===== src/rtl/core/mlfd_pkg.sv =====
// Package for the multichannel length-prefixed frame deframer.
// Holds result and kind codes, register indexes, reset values and the result word type.
// No dependencies.
`timescale 1ns / 1ps

package mlfd_pkg;

  localparam int NUM_CHANNELS_DEF = 4;
  localparam int MASK_W           = 4;
  localparam int POS_W            = 9;
  localparam int TIMER_W          = 16;
  localparam int CFG_IDX_W        = 2;
  localparam int CFG_DATA_W       = 16;

  localparam logic [POS_W-1:0] FRAME_OVERHEAD = 9'd5;
  localparam logic [POS_W-1:0] LENGTH_OFFSET  = 9'd2;

  localparam logic [7:0]         HEADER_RST  = 8'hFE;
  localparam logic [7:0]         TRAILER_RST = 8'hFF;
  localparam logic [TIMER_W-1:0] TIMEOUT_RST = 16'd1000;

  localparam logic [CFG_IDX_W-1:0] REG_HEADER  = 2'd0;
  localparam logic [CFG_IDX_W-1:0] REG_TRAILER = 2'd1;
  localparam logic [CFG_IDX_W-1:0] REG_TIMEOUT = 2'd2;

  localparam logic ACT_BYTE = 1'b0;
  localparam logic ACT_TICK = 1'b1;

  localparam logic KIND_BYTE    = 1'b0;
  localparam logic KIND_TIMEOUT = 1'b1;

  typedef struct packed {
    logic              kind;
    logic [1:0]        chan;
    logic [7:0]        data;
    logic              first;
    logic              last;
    logic              good;
    logic [MASK_W-1:0] mask;
  } result_t;

endpackage


===== src/rtl/core/multichannel_length_frame_deframer_top.sv =====
// Multichannel length-prefixed frame deframer, top level.
// Depends on mlfd_pkg.
//
// Usage: each input word is a data byte tagged with a channel, or a timer tick.
// Every channel hunts for the header byte, reads the payload length at frame
// offset 2 and forwards the length+5 frame bytes with first/last marks; the
// last byte carries a good flag when it equals the trailer value. In-frame
// bytes reload the channel's idle timer; ticks count timers down and a tick
// that expires timers gives one timeout word with a channel mask.
// Channels: in_* (valid/stall), out_* (valid/stall), cfg_* (valid/ready,
// always ready; write only while idle).
// Throughput: one input word per cycle while in_stall is low; per-channel
// state is updated in the accept cycle and the result lands in the output
// register, or in the skid entry while that register is held. A two-entry
// output stage (output register plus skid) lets input flow while a result
// waits; in_stall rises only when both entries are full. Dropped bytes and
// ticks with nothing expiring give no result. Reset: all channels hunting,
// timers zero, registers at their reset values, output empty.
`timescale 1ns / 1ps

module multichannel_length_frame_deframer_top
  import mlfd_pkg::*;
#(
  parameter int NUM_CHANNELS = NUM_CHANNELS_DEF
) (
  input  logic                  clk,
  input  logic                  rst_n,
  input  logic                  in_valid,
  output logic                  in_stall,
  input  logic                  in_action,
  input  logic [1:0]            in_channel,
  input  logic [7:0]            in_data_byte,
  output logic                  out_valid,
  input  logic                  out_stall,
  output logic                  out_result_kind,
  output logic [1:0]            out_channel,
  output logic [7:0]            out_byte,
  output logic                  out_frame_first,
  output logic                  out_frame_last,
  output logic                  out_frame_good,
  output logic [MASK_W-1:0]     out_timed_out_mask,
  input  logic                  cfg_valid,
  output logic                  cfg_ready,
  input  logic [CFG_IDX_W-1:0]  cfg_index,
  input  logic [CFG_DATA_W-1:0] cfg_data
);

  logic [7:0]         header_r, trailer_r;
  logic [TIMER_W-1:0] timeout_r;

  logic               in_frame_r  [NUM_CHANNELS];
  logic [POS_W-1:0]   pos_r       [NUM_CHANNELS];
  logic [POS_W-1:0]   total_r     [NUM_CHANNELS];
  logic [TIMER_W-1:0] timer_r     [NUM_CHANNELS];
  logic               in_frame_nxt[NUM_CHANNELS];
  logic [POS_W-1:0]   pos_nxt     [NUM_CHANNELS];
  logic [POS_W-1:0]   total_nxt   [NUM_CHANNELS];
  logic [TIMER_W-1:0] timer_nxt   [NUM_CHANNELS];

  logic [NUM_CHANNELS-1:0] expire;
  logic [MASK_W+NUM_CHANNELS-1:0] expire_ext;
  logic    accept, emit, b_first, b_last, b_good;
  result_t res;
  result_t out_r, skid_r;
  logic    out_valid_r, skid_valid_r;
  logic    out_take;

  assign cfg_ready = 1'b1;
  assign in_stall  = skid_valid_r;
  assign accept    = in_valid && !in_stall;
  assign out_take  = out_valid_r && !out_stall;

  always_ff @(posedge clk) begin
    if (!rst_n) begin
      header_r  <= HEADER_RST;
      trailer_r <= TRAILER_RST;
      timeout_r <= TIMEOUT_RST;
    end else if (cfg_valid && cfg_ready) begin
      case (cfg_index)
        REG_HEADER:  header_r  <= cfg_data[7:0];
        REG_TRAILER: trailer_r <= cfg_data[7:0];
        REG_TIMEOUT: timeout_r <= cfg_data;
        default: ;
      endcase
    end
  end

  always_comb begin
    expire  = '0;
    emit    = 1'b0;
    b_first = 1'b0;
    b_last  = 1'b0;
    b_good  = 1'b0;
    for (int c = 0; c < NUM_CHANNELS; c++) begin : g_ch
      logic             hit;
      logic [POS_W:0]   pos_inc;
      logic [POS_W-1:0] tot_eff;
      hit     = (in_action == ACT_BYTE) && ({3'b000, in_channel} == 5'(c));
      pos_inc = {1'b0, pos_r[c]} + {{POS_W{1'b0}}, 1'b1};
      tot_eff = (pos_r[c] == LENGTH_OFFSET) ? ({1'b0, in_data_byte} + FRAME_OVERHEAD)
                                            : total_r[c];
      in_frame_nxt[c] = in_frame_r[c];
      pos_nxt[c]      = pos_r[c];
      total_nxt[c]    = total_r[c];
      timer_nxt[c]    = timer_r[c];
      if (in_action == ACT_TICK) begin
        if (in_frame_r[c]) begin
          if (timer_r[c] <= TIMER_W'(1)) begin
            expire[c]       = 1'b1;
            in_frame_nxt[c] = 1'b0;
            pos_nxt[c]      = '0;
            total_nxt[c]    = '0;
            timer_nxt[c]    = '0;
          end else begin
            timer_nxt[c] = timer_r[c] - TIMER_W'(1);
          end
        end
      end else if (hit) begin
        if (!in_frame_r[c]) begin
          if (in_data_byte == header_r) begin
            emit            = 1'b1;
            b_first         = 1'b1;
            in_frame_nxt[c] = 1'b1;
            pos_nxt[c]      = POS_W'(1);
            total_nxt[c]    = '0;
            timer_nxt[c]    = timeout_r;
          end
        end else begin
          emit         = 1'b1;
          timer_nxt[c] = timeout_r;
          total_nxt[c] = tot_eff;
          if ((tot_eff != '0) && (pos_inc >= {1'b0, tot_eff})) begin
            b_last          = 1'b1;
            b_good          = (in_data_byte == trailer_r);
            in_frame_nxt[c] = 1'b0;
            pos_nxt[c]      = '0;
            total_nxt[c]    = '0;
            timer_nxt[c]    = '0;
          end else begin
            pos_nxt[c] = pos_inc[POS_W-1:0];
          end
        end
      end
    end
  end

  assign expire_ext = {{MASK_W{1'b0}}, expire};

  always_comb begin
    res = '0;
    if (in_action == ACT_TICK) begin
      res.kind = KIND_TIMEOUT;
      res.mask = expire_ext[MASK_W-1:0];
    end else begin
      res.kind  = KIND_BYTE;
      res.chan  = in_channel;
      res.data  = in_data_byte;
      res.first = b_first;
      res.last  = b_last;
      res.good  = b_good;
    end
  end

  logic res_valid;
  assign res_valid = accept && (emit || (in_action == ACT_TICK && expire_ext[MASK_W-1:0] != '0));

  always_ff @(posedge clk) begin
    if (!rst_n) begin
      for (int c = 0; c < NUM_CHANNELS; c++) begin
        in_frame_r[c] <= 1'b0;
        pos_r[c]      <= '0;
        total_r[c]    <= '0;
        timer_r[c]    <= '0;
      end
    end else if (accept) begin
      for (int c = 0; c < NUM_CHANNELS; c++) begin
        in_frame_r[c] <= in_frame_nxt[c];
        pos_r[c]      <= pos_nxt[c];
        total_r[c]    <= total_nxt[c];
        timer_r[c]    <= timer_nxt[c];
      end
    end
  end

  always_ff @(posedge clk) begin
    if (!rst_n) begin
      out_valid_r  <= 1'b0;
      skid_valid_r <= 1'b0;
    end else if (!out_valid_r || out_take) begin
      if (skid_valid_r) begin
        out_valid_r  <= 1'b1;
        skid_valid_r <= 1'b0;
      end else begin
        out_valid_r <= res_valid;
      end
    end else if (res_valid) begin
      skid_valid_r <= 1'b1;
    end
  end

  always_ff @(posedge clk) begin
    if (!out_valid_r || out_take) begin
      out_r <= skid_valid_r ? skid_r : res;
    end else if (res_valid) begin
      skid_r <= res;
    end
  end

  assign out_valid          = out_valid_r;
  assign out_result_kind    = out_r.kind;
  assign out_channel        = out_r.chan;
  assign out_byte           = out_r.data;
  assign out_frame_first    = out_r.first;
  assign out_frame_last     = out_r.last;
  assign out_frame_good     = out_r.good;
  assign out_timed_out_mask = out_r.mask;

  a_skid_needs_out: assert property (@(posedge clk) disable iff (!rst_n)
    skid_valid_r |-> out_valid_r)
    else $error("skid entry held while output register empty");

  a_skid_drains: assert property (@(posedge clk) disable iff (!rst_n)
    (skid_valid_r && out_take) |=> (out_valid_r && !skid_valid_r))
    else $error("skid entry not moved to output");

  a_timeout_mask: assert property (@(posedge clk) disable iff (!rst_n)
    (out_valid_r && out_r.kind == KIND_TIMEOUT) |-> (out_r.mask != '0 && !out_r.first
      && !out_r.last && !out_r.good))
    else $error("malformed timeout report");

  a_byte_fields: assert property (@(posedge clk) disable iff (!rst_n)
    (out_valid_r && out_r.kind == KIND_BYTE) |-> (out_r.mask == '0
      && (!out_r.good || out_r.last) && !(out_r.first && out_r.last)))
    else $error("malformed frame byte result");

endmodule

===== config.mk =====
export PLATFORM = sky130hd
export DESIGN_NAME = multichannel_length_frame_deframer_top
export DESIGN_NICKNAME = d
export VERILOG_FILES = /design/src/rtl/core/mlfd_pkg.sv /design/src/rtl/core/multichannel_length_frame_deframer_top.sv
export SDC_FILE = /design/constraint.sdc
export NUM_CORES = 1
export LEC_CHECK = 0
export BUFFER_PORTS_ARGS = -buffer_cell sky130_fd_sc_hd__buf_2
export CORE_UTILIZATION = 60
export CTS_BUF_LIST = sky130_fd_sc_hd__clkbuf_16
export DETAILED_ROUTE_END_ITERATION = 8
export GPL_ROUTABILITY_DRIVEN = 0
export HOLD_SLACK_MARGIN = 0.02
export PLACE_DENSITY = 0.89
export SYNTH_ARGS = -nofsm -noshare
export SYNTH_HDL_FRONTEND = slang
export SYNTH_SLANG_ARGS = --single-unit

===== constraint.sdc =====
create_clock -name clk -period 5.1 [get_ports clk]
set_input_delay 0 -clock clk [delete_from_list [all_inputs] [get_ports clk]]
set_output_delay 0 -clock clk [all_outputs]
set_load 0.02 [all_outputs]

==> results of run 1 <==
per-layer routing:
layer  vias to the layer above  global-route usage  wire (µm)  share of wire
met5                         -                   0          0              0
met4                         0               0.153       1570          0.048
met3                       133              0.0447       3290           0.10
met2                       735               0.521      15700           0.48
met1                      4854               0.394      12100           0.37
li1                       4532                   -          -              -
cells in the final DEF (no fill, tap or decap), types with 7 or more instances in the layout:
| master | count |
|---|---|
| nor4_1 | 25 |
| dfxtp_1 | 34 |
| a22oi_1 | 32 |
| xnor2_1 | 48 |
| a21oi_1 | 48 |
| buf_4 | 17 |
| inv_1 | 34 |
| or3_1 | 8 |
| nand2_1 | 137 |
| and2_1 | 7 |
| mux2_2 | 13 |
| clkbuf_16 | 22 |
| nand3_1 | 51 |
| and3_1 | 20 |
| o21ai_0 | 28 |
| dlygate4sd3_1 | 35 |
| o22ai_1 | 12 |
| a21boi_0 | 18 |
| nor2_1 | 138 |
| a21o_1 | 8 |
| nand4_1 | 16 |
| nor3_1 | 29 |
| buf_2 | 53 |
| xor2_1 | 54 |
| or4_1 | 7 |
| ha_1 | 53 |
| nand2b_1 | 8 |
| a31oi_1 | 9 |
| o21ai_1 | 15 |
| nor2b_1 | 40 |
| edfxtp_1 | 176 |
critical path, cell delays in order, from the launching register on:
cell and delay (ns):
edfxtp_1 0.50, inv_1 0.10, ha_1 0.14, nor4b_1 0.22
nand2_1 0.43, nor2_1 0.21, a21oi_1 0.08, ha_1 0.36
nand4_1 0.13, o21ai_0 0.21, a21oi_1 0.13, a21boi_0 0.60
nand2_1 0.36, mux2_4 0.36, o221a_4 0.26, o41ai_2 0.31
where the power goes:
part           total (mW)  switching, mW  internal, mW  leakage, nW
Clock                1.67          0.684         0.991        0.380
Sequential           2.14          0.137          2.00         2.10
Combinational       0.679          0.418         0.261         2.83
Total                4.49           1.24          3.26         5.31
logic make-up (layout without fill, tap and decap cells):
logic type,count (synthesis),count (layout),share of synthesized area
other,1,4,0.000309
flip-flops,210,210,0.492
adder cells (fa/ha/maj),53,53,0.0546
multiplexers,19,19,0.0185
AO/OA/AOI/OAI,212,212,0.116
buffers and inverters,87,176,0.0293
AND/OR/NAND/NOR,520,520,0.216
XOR/XNOR,102,102,0.0736
final cells by class:
cell class                 count  share of cell area
clock buffer                  22              0.0401
inverter                      31             0.00847
tap                          265              0.0241
clock inverter                18              0.0143
sequential                   210               0.434
timing repair buffer         105              0.0541
multi-input combinational    907               0.424
antenna                        3            0.000546
flip-flops by register name, summed over array words and instances, names as in the netlist, 2 cells and up:
signal	count
header_r	8
in_frame_r	4
out_byte	8
out_channel	2
out_timed_out_mask	4
pos_r	36
skid_r	18
timeout_r	16
timer_r	64
total_r	36
trailer_r	8
worst max path at each step:
stage | slack [ns] | from | to | depth (start not counted)
CTS | 0.76 | pos_r[1][0] | out_frame_good | 15
global route | 0.38 | pos_r[2][0] | timer_r[2][6] | 15
global placement | 0.99 | pos_r[1][0] | out_frame_good | 15
detailed placement | 0.73 | pos_r[1][0] | out_frame_good | 15
floorplan | 0.39 | in_stall | pos_r[0][0] | 8
finish | 0.53 | pos_r[1][0] | out_frame_good | 15
stage by stage:
step | util | std cells | hold slack (ns)
floorplan | - | 1204 | 0.0989
global placement | 0.642 | 1482 | 0.211
detailed placement | 0.642 | 1482 | 0.214
CTS | 0.698 | 1557 | 0.0214
global route | 0.699 | 1561 | 0.0366
finish | 0.699 | 1561 | 0.0343
repair_timing:
item,CTS,global route
hold buffers,35,0
hold endpoints to repair,44,0
endpoints found under the setup margin,0,0
==> metrics.txt, run 1 <==
Setup crit end kind=flop; clock latency on the worst-skew pair=0.52 ns; Required @ worst endpoint=5.43 ns; Clock Skew=0.0200 ns; vias in the first global route=9635; #FFs+latches synth=210; minimum clock period=4.57 ns; Slew HR=0.0730; dpl ws=0.733 ns; GRT overflow=0; period utilization=0.896; Synth Flop Type=edfxtp_1; initial core utilization=0.617; Pre-antenna DRT Iters=6; wire per inst=20.9 µm; Post-synth ARST share=0; Slew Limit Fails=0; post-route cell area=13700 µm²; Die W=144 µm; I/O Buffers=53; Clock Path Buffers=3; min-delay src=in_data_byte[2]; DRT iter0 DRCs=1403; Post-Syn Nets=1291; end of the worst register-to-register path=out_frame_good; cells taking the most area after synthesis=edfxtp_1 (44%), dfxtp_1 (5.6%), ha_1 (5.5%); all-layer global routing usage=0.310; Yosys Warn Count=0; setup violators final=0; leading area contributor after synthesis=edfxtp_1; status=completed; top-count cell post-synth=edfxtp_1; end point of the worst hold path=skid_r[9]; Setup Buffers After CTS=0; CTS H-Tree Depth=1; post-DP HPWL=21.5 mm; DRT antenna net count=0; sequential-to-total area share from yosys stat=0.492; Max-cap violations=0; initial antenna violation count=3; R2R Path Start=pos_r[1][0]; Final Power=4.49 mW; Multi-input gate area=5830 µm²; core area=19700 µm²; number of fill cells in the layout=1339; WS Path Type=reg2reg; Register-to-Register Path Depth=15; share of the synthesized area in the top cell type=0.436; reg-to-reg slack, setup=0.53 ns; largest net degree at the start of global routing=44; residual DRC count=0; # IOs=55; first-pass GRT wire length=49.9 mm; static leakage=5.31 nW; die area=20800 µm²; hold depth=2; CTS resizes=0; Total Wirelength=32.7 mm; Worst EP arrival=4.90 ns; Netlist Area Pre-Place=12100 µm²; Syn Inst Count=1204; pwr dens=327 nW/µm²; via count=10300; placed inst area=12600 µm²; Post-synth EDFFs=176; final net count=1364; clk root buf=clkbuf_16; VDD IR max=240 µV; final setup TNS=0 ns; Rows=51; CTS tree=done; RSZ-0062 raised after global routing=no; Min-Delay Path Class=in2reg; clock sinks=210; synth unique cells=76; TritonCTS Buffers=22; Least-Margin Pin Slew=1.38 ns; share of cells above drive strength 1=0.109; FMAX=219 MHz; Fin. Hold Viols=0; CP Max Fanout=18; Die Y-Extent=144 µm; clk slew on worst S/H paths=0.06 ns; Via density=6.57; synthesis-to-layout area growth=13.2%; CP startpoint kind=flop; fin worst setup slack=0.530 ns; Post-synth top cells=edfxtp_1 (176), nor2_1 (138), nand2_1 (137); flip-flop and latch area=5970 µm²; Syn Area/Cell=10.1 µm²
Note: power is estimated with default switching activity, not from simulation.
==> run 2, diff against run 1 <==
- ABC_AREA: not set -> 1
==> metrics.txt, run 2 <==
initial antenna violation count=0 (-3); clk root buf=clkbuf_16; Syn Area/Cell=8.31 µm² (-18%); GR Util met1=0.387 (-0.00715); final net count=1660 (+22%); clock latency on the worst-skew pair=0.52 ns (about the same); Worst EP arrival=4.01 ns (-0.89 ns); register share of total power=0.479 (+0.003); biggest regs=timer_r (64), pos_r (36), total_r (36); Clock Path Buffers=3 (unchanged); sequential-to-total area share from yosys stat=0.484 (-0.00778); clock sinks=210 (unchanged); placed inst area=12800 µm² (+1.5%); Switching Share=0.277 (+0.000955); status=completed; TritonCTS Buffers=23 (+4.5%); Min-Delay Path Class=in2reg; Yosys Warn Count=0 (unchanged); synthesis-to-layout area growth=12.9%; clk slew on worst S/H paths=0.06 ns (about the same); CP Launch Point=pos_r[3][0]; CP startpoint kind=flop; pwr dens=311 nW/µm² (-5.0%); Required @ worst endpoint=5.34 ns (-0.09 ns); setup violators final=0 (unchanged); Syn Inst Count=1483 (+23%); CTS tree=done; Least-Margin Pin Slew=1.23 ns (-0.157 ns); Post-synth ARST share=0 (unchanged); leading area contributor after synthesis=edfxtp_1; Post-synth EDFFs=176 (unchanged); reg-to-reg slack, setup=1.33 ns (+0.80 ns); cells taking the most area after synthesis=edfxtp_1 (43%), nand2_1 (11%), inv_1 (6.8%); via count=10900 (+5.9%); share of the synthesized area in the top cell type=0.429 (-0.00689); Max-cap violations=0 (unchanged); Setup Buffers After CTS=0 (unchanged); initial core utilization=0.611 (-0.00610); largest reg by FF count=timer_r; dpl ws=1.41 ns (+0.676 ns); die area=21100 µm² (+1.6%); n_diodes=0 (-3); all-layer global routing usage=0.300 (-0.0109); final setup TNS=0 ns (unchanged); Clock power frac=0.372 (about the same); FMAX=265 MHz (+21%); Fin. Hold Viols=0 (unchanged); R2R Path Start=pos_r[3][0]; CP Max Fanout=16 (-2); Slew Limit Fails=0 (unchanged); Die W=145 µm (+0.79%); Synth Flop Type=edfxtp_1; Comb power frac=0.149 (-0.002); top-count cell post-synth=nand2_1; wire per inst=17.0 µm (-19%); Total Wirelength=31.7 mm (-3.1%); post-route cell area=13900 µm² (+1.4%); met3 usage=0.0489 (+0.00420); Global Route met2 Usage=0.505 (-0.0162); post-DP HPWL=21.4 mm (-0.37%); most frequent cells in the layout=nand2_1 (348), inv_1 (230), nor2_1 (201); Die Y-Extent=145 µm (+0.79%); first-pass GRT wire length=50.8 mm (+1.9%); Rows=52 (+2.0%); static leakage=6.30 nW (+19%); Cell Int Power=3.13 mW (-3.9%); DRT iter0 DRCs=1362 (-2.9%); largest net degree at the start of global routing=30 (-32%); residual DRC count=0 (unchanged); Net Sw Power=1.20 mW (-3.4%); minimum clock period=3.77 ns (-0.796 ns); WS Path Type=reg2reg; #FFs+latches synth=210 (unchanged); # IOs=55 (unchanged); Clock Skew=0.0170 ns (-0.00298 ns); Netlist Area Pre-Place=12300 µm² (+1.6%); Pre-antenna DRT Iters=6 (unchanged); CTS H-Tree Depth=1 (unchanged); commonest non-fill, non-tap cell in the layout=nand2_1; Register-to-Register Path Depth=21 (+6); Largest register FFs=64 (unchanged); period utilization=0.740 (-0.156); vias in the first global route=10400 (+8.2%); Setup crit end kind=flop; Via density=5.84 (-11%); core area=20200 µm² (+2.6%); fin worst setup slack=1.33 ns (+0.796 ns); RSZ-0062 raised after global routing=no; I/O Buffers=53 (unchanged); Post-synth top cells=nand2_1 (348), inv_1 (222), nor2_1 (201); VDD IR max=271 µV (+13%); Post-Syn Nets=1570 (+22%); end of the worst register-to-register path=timer_r[3][5]; Top Usage Layer GRT=met2; synth unique cells=46 (-39%); GRT overflow=0 (unchanged); crit path to=timer_r[3][5]; share of cells above drive strength 1=0.0818 (-0.0273); DRT antenna net count=0 (unchanged); Slew HR=0.179 (+0.105)
-- run 2: through the flow --
step	util	power (mW)	std cells	hold WS [ns]
2_1_floorplan	-	2.52	1483	0.0989
3_3_place_gp	0.635	2.66	1778	0.201
3_5_place_dp	0.635	2.70	1778	0.206
4_1_cts	0.690	4.30	1860	0.0207
5_1_grt	0.690	4.48	1860	0.0424
6_report	0.690	4.33	1860	0.0412
-- run 2: cell type report --
cell class | instances | area [µm²]
clock buffers | 23 | 576
clock inverters | 19 | 139
fillers | 1458 | 6240
inverters | 225 | 845
multi-input cells | 1014 | 5350
flip-flops and latches | 210 | 5970
well taps | 270 | 338
repair buffers | 99 | 711
-- run 2: how the worst min path moves through the flow --
stage / start / to / cells past startpoint
6_report: in_data_byte[5] / skid_r[12] / 3
4_1_cts: in_data_byte[5] / skid_r[12] / 3
3_5_place_dp: cfg_data[8] / timeout_r[8] / 3
5_1_grt: in_data_byte[5] / skid_r[12] / 3
3_3_place_gp: cfg_data[8] / timeout_r[8] / 3
2_1_floorplan: in_action / skid_r[17] / 0
-- run 2: cells by family after synthesis --
| kind of cell | after synthesis | share of synthesized area |
|---|---|---|
| compound gates | 173 | 0.0819 |
| simple gates | 721 | 0.250 |
| fa+ha+maj | 53 | 0.0538 |
| flops | 210 | 0.484 |
| other cells | 1 | 0.000304 |
| buf+inv | 259 | 0.0833 |
| xor+xnor | 66 | 0.0469 |
-- run 2: power by group through the flow --
| stage | clock network [mW] | registers, mW | logic (mW) |
|---|---|---|---|
| 2_1_floorplan | 0 | 2.10 | 0.427 |
| 3_3_place_gp | 0 | 2.10 | 0.568 |
| 3_5_place_dp | 0 | 2.10 | 0.592 |
| 4_1_cts | 1.61 | 2.07 | 0.628 |
| 5_1_grt | 1.68 | 2.08 | 0.714 |
| 6_report | 1.61 | 2.07 | 0.645 |
-- run 2: layer usage --
layer / wire, µm / vias up
met5: 0 / -
met2: 14900 / 634
met1: 12400 / 5028
met3: 3190 / 110
met4: 1160 / 0
li1: - / 5084
-- run 2: worst max-delay path, stage by stage, from the launching register on --
cell and delay, ns:
edfxtp_1 0.48, inv_1 0.10, ha_1 0.15, nand2_1 0.06, nor2_1 0.11, nand2_1 0.25, inv_1 0.26, nand2_1 0.08
nand2_1 0.08, inv_1 0.07, ha_1 0.29, nand2_1 0.08, nor2_1 0.15, o21ai_0 0.12, o211ai_1 0.10, nand2_1 0.08
nand2_1 0.07, nand2_1 0.05, nand2_1 0.12, nand2_2 0.11, nor2_2 0.52, o22ai_1 0.16
-- run 2: repair_timing --
item / in CTS / in global routing
hold buffers: 40 / 0
gates resized for setup: 0 / 0
hold endpoints to repair: 41 / 0
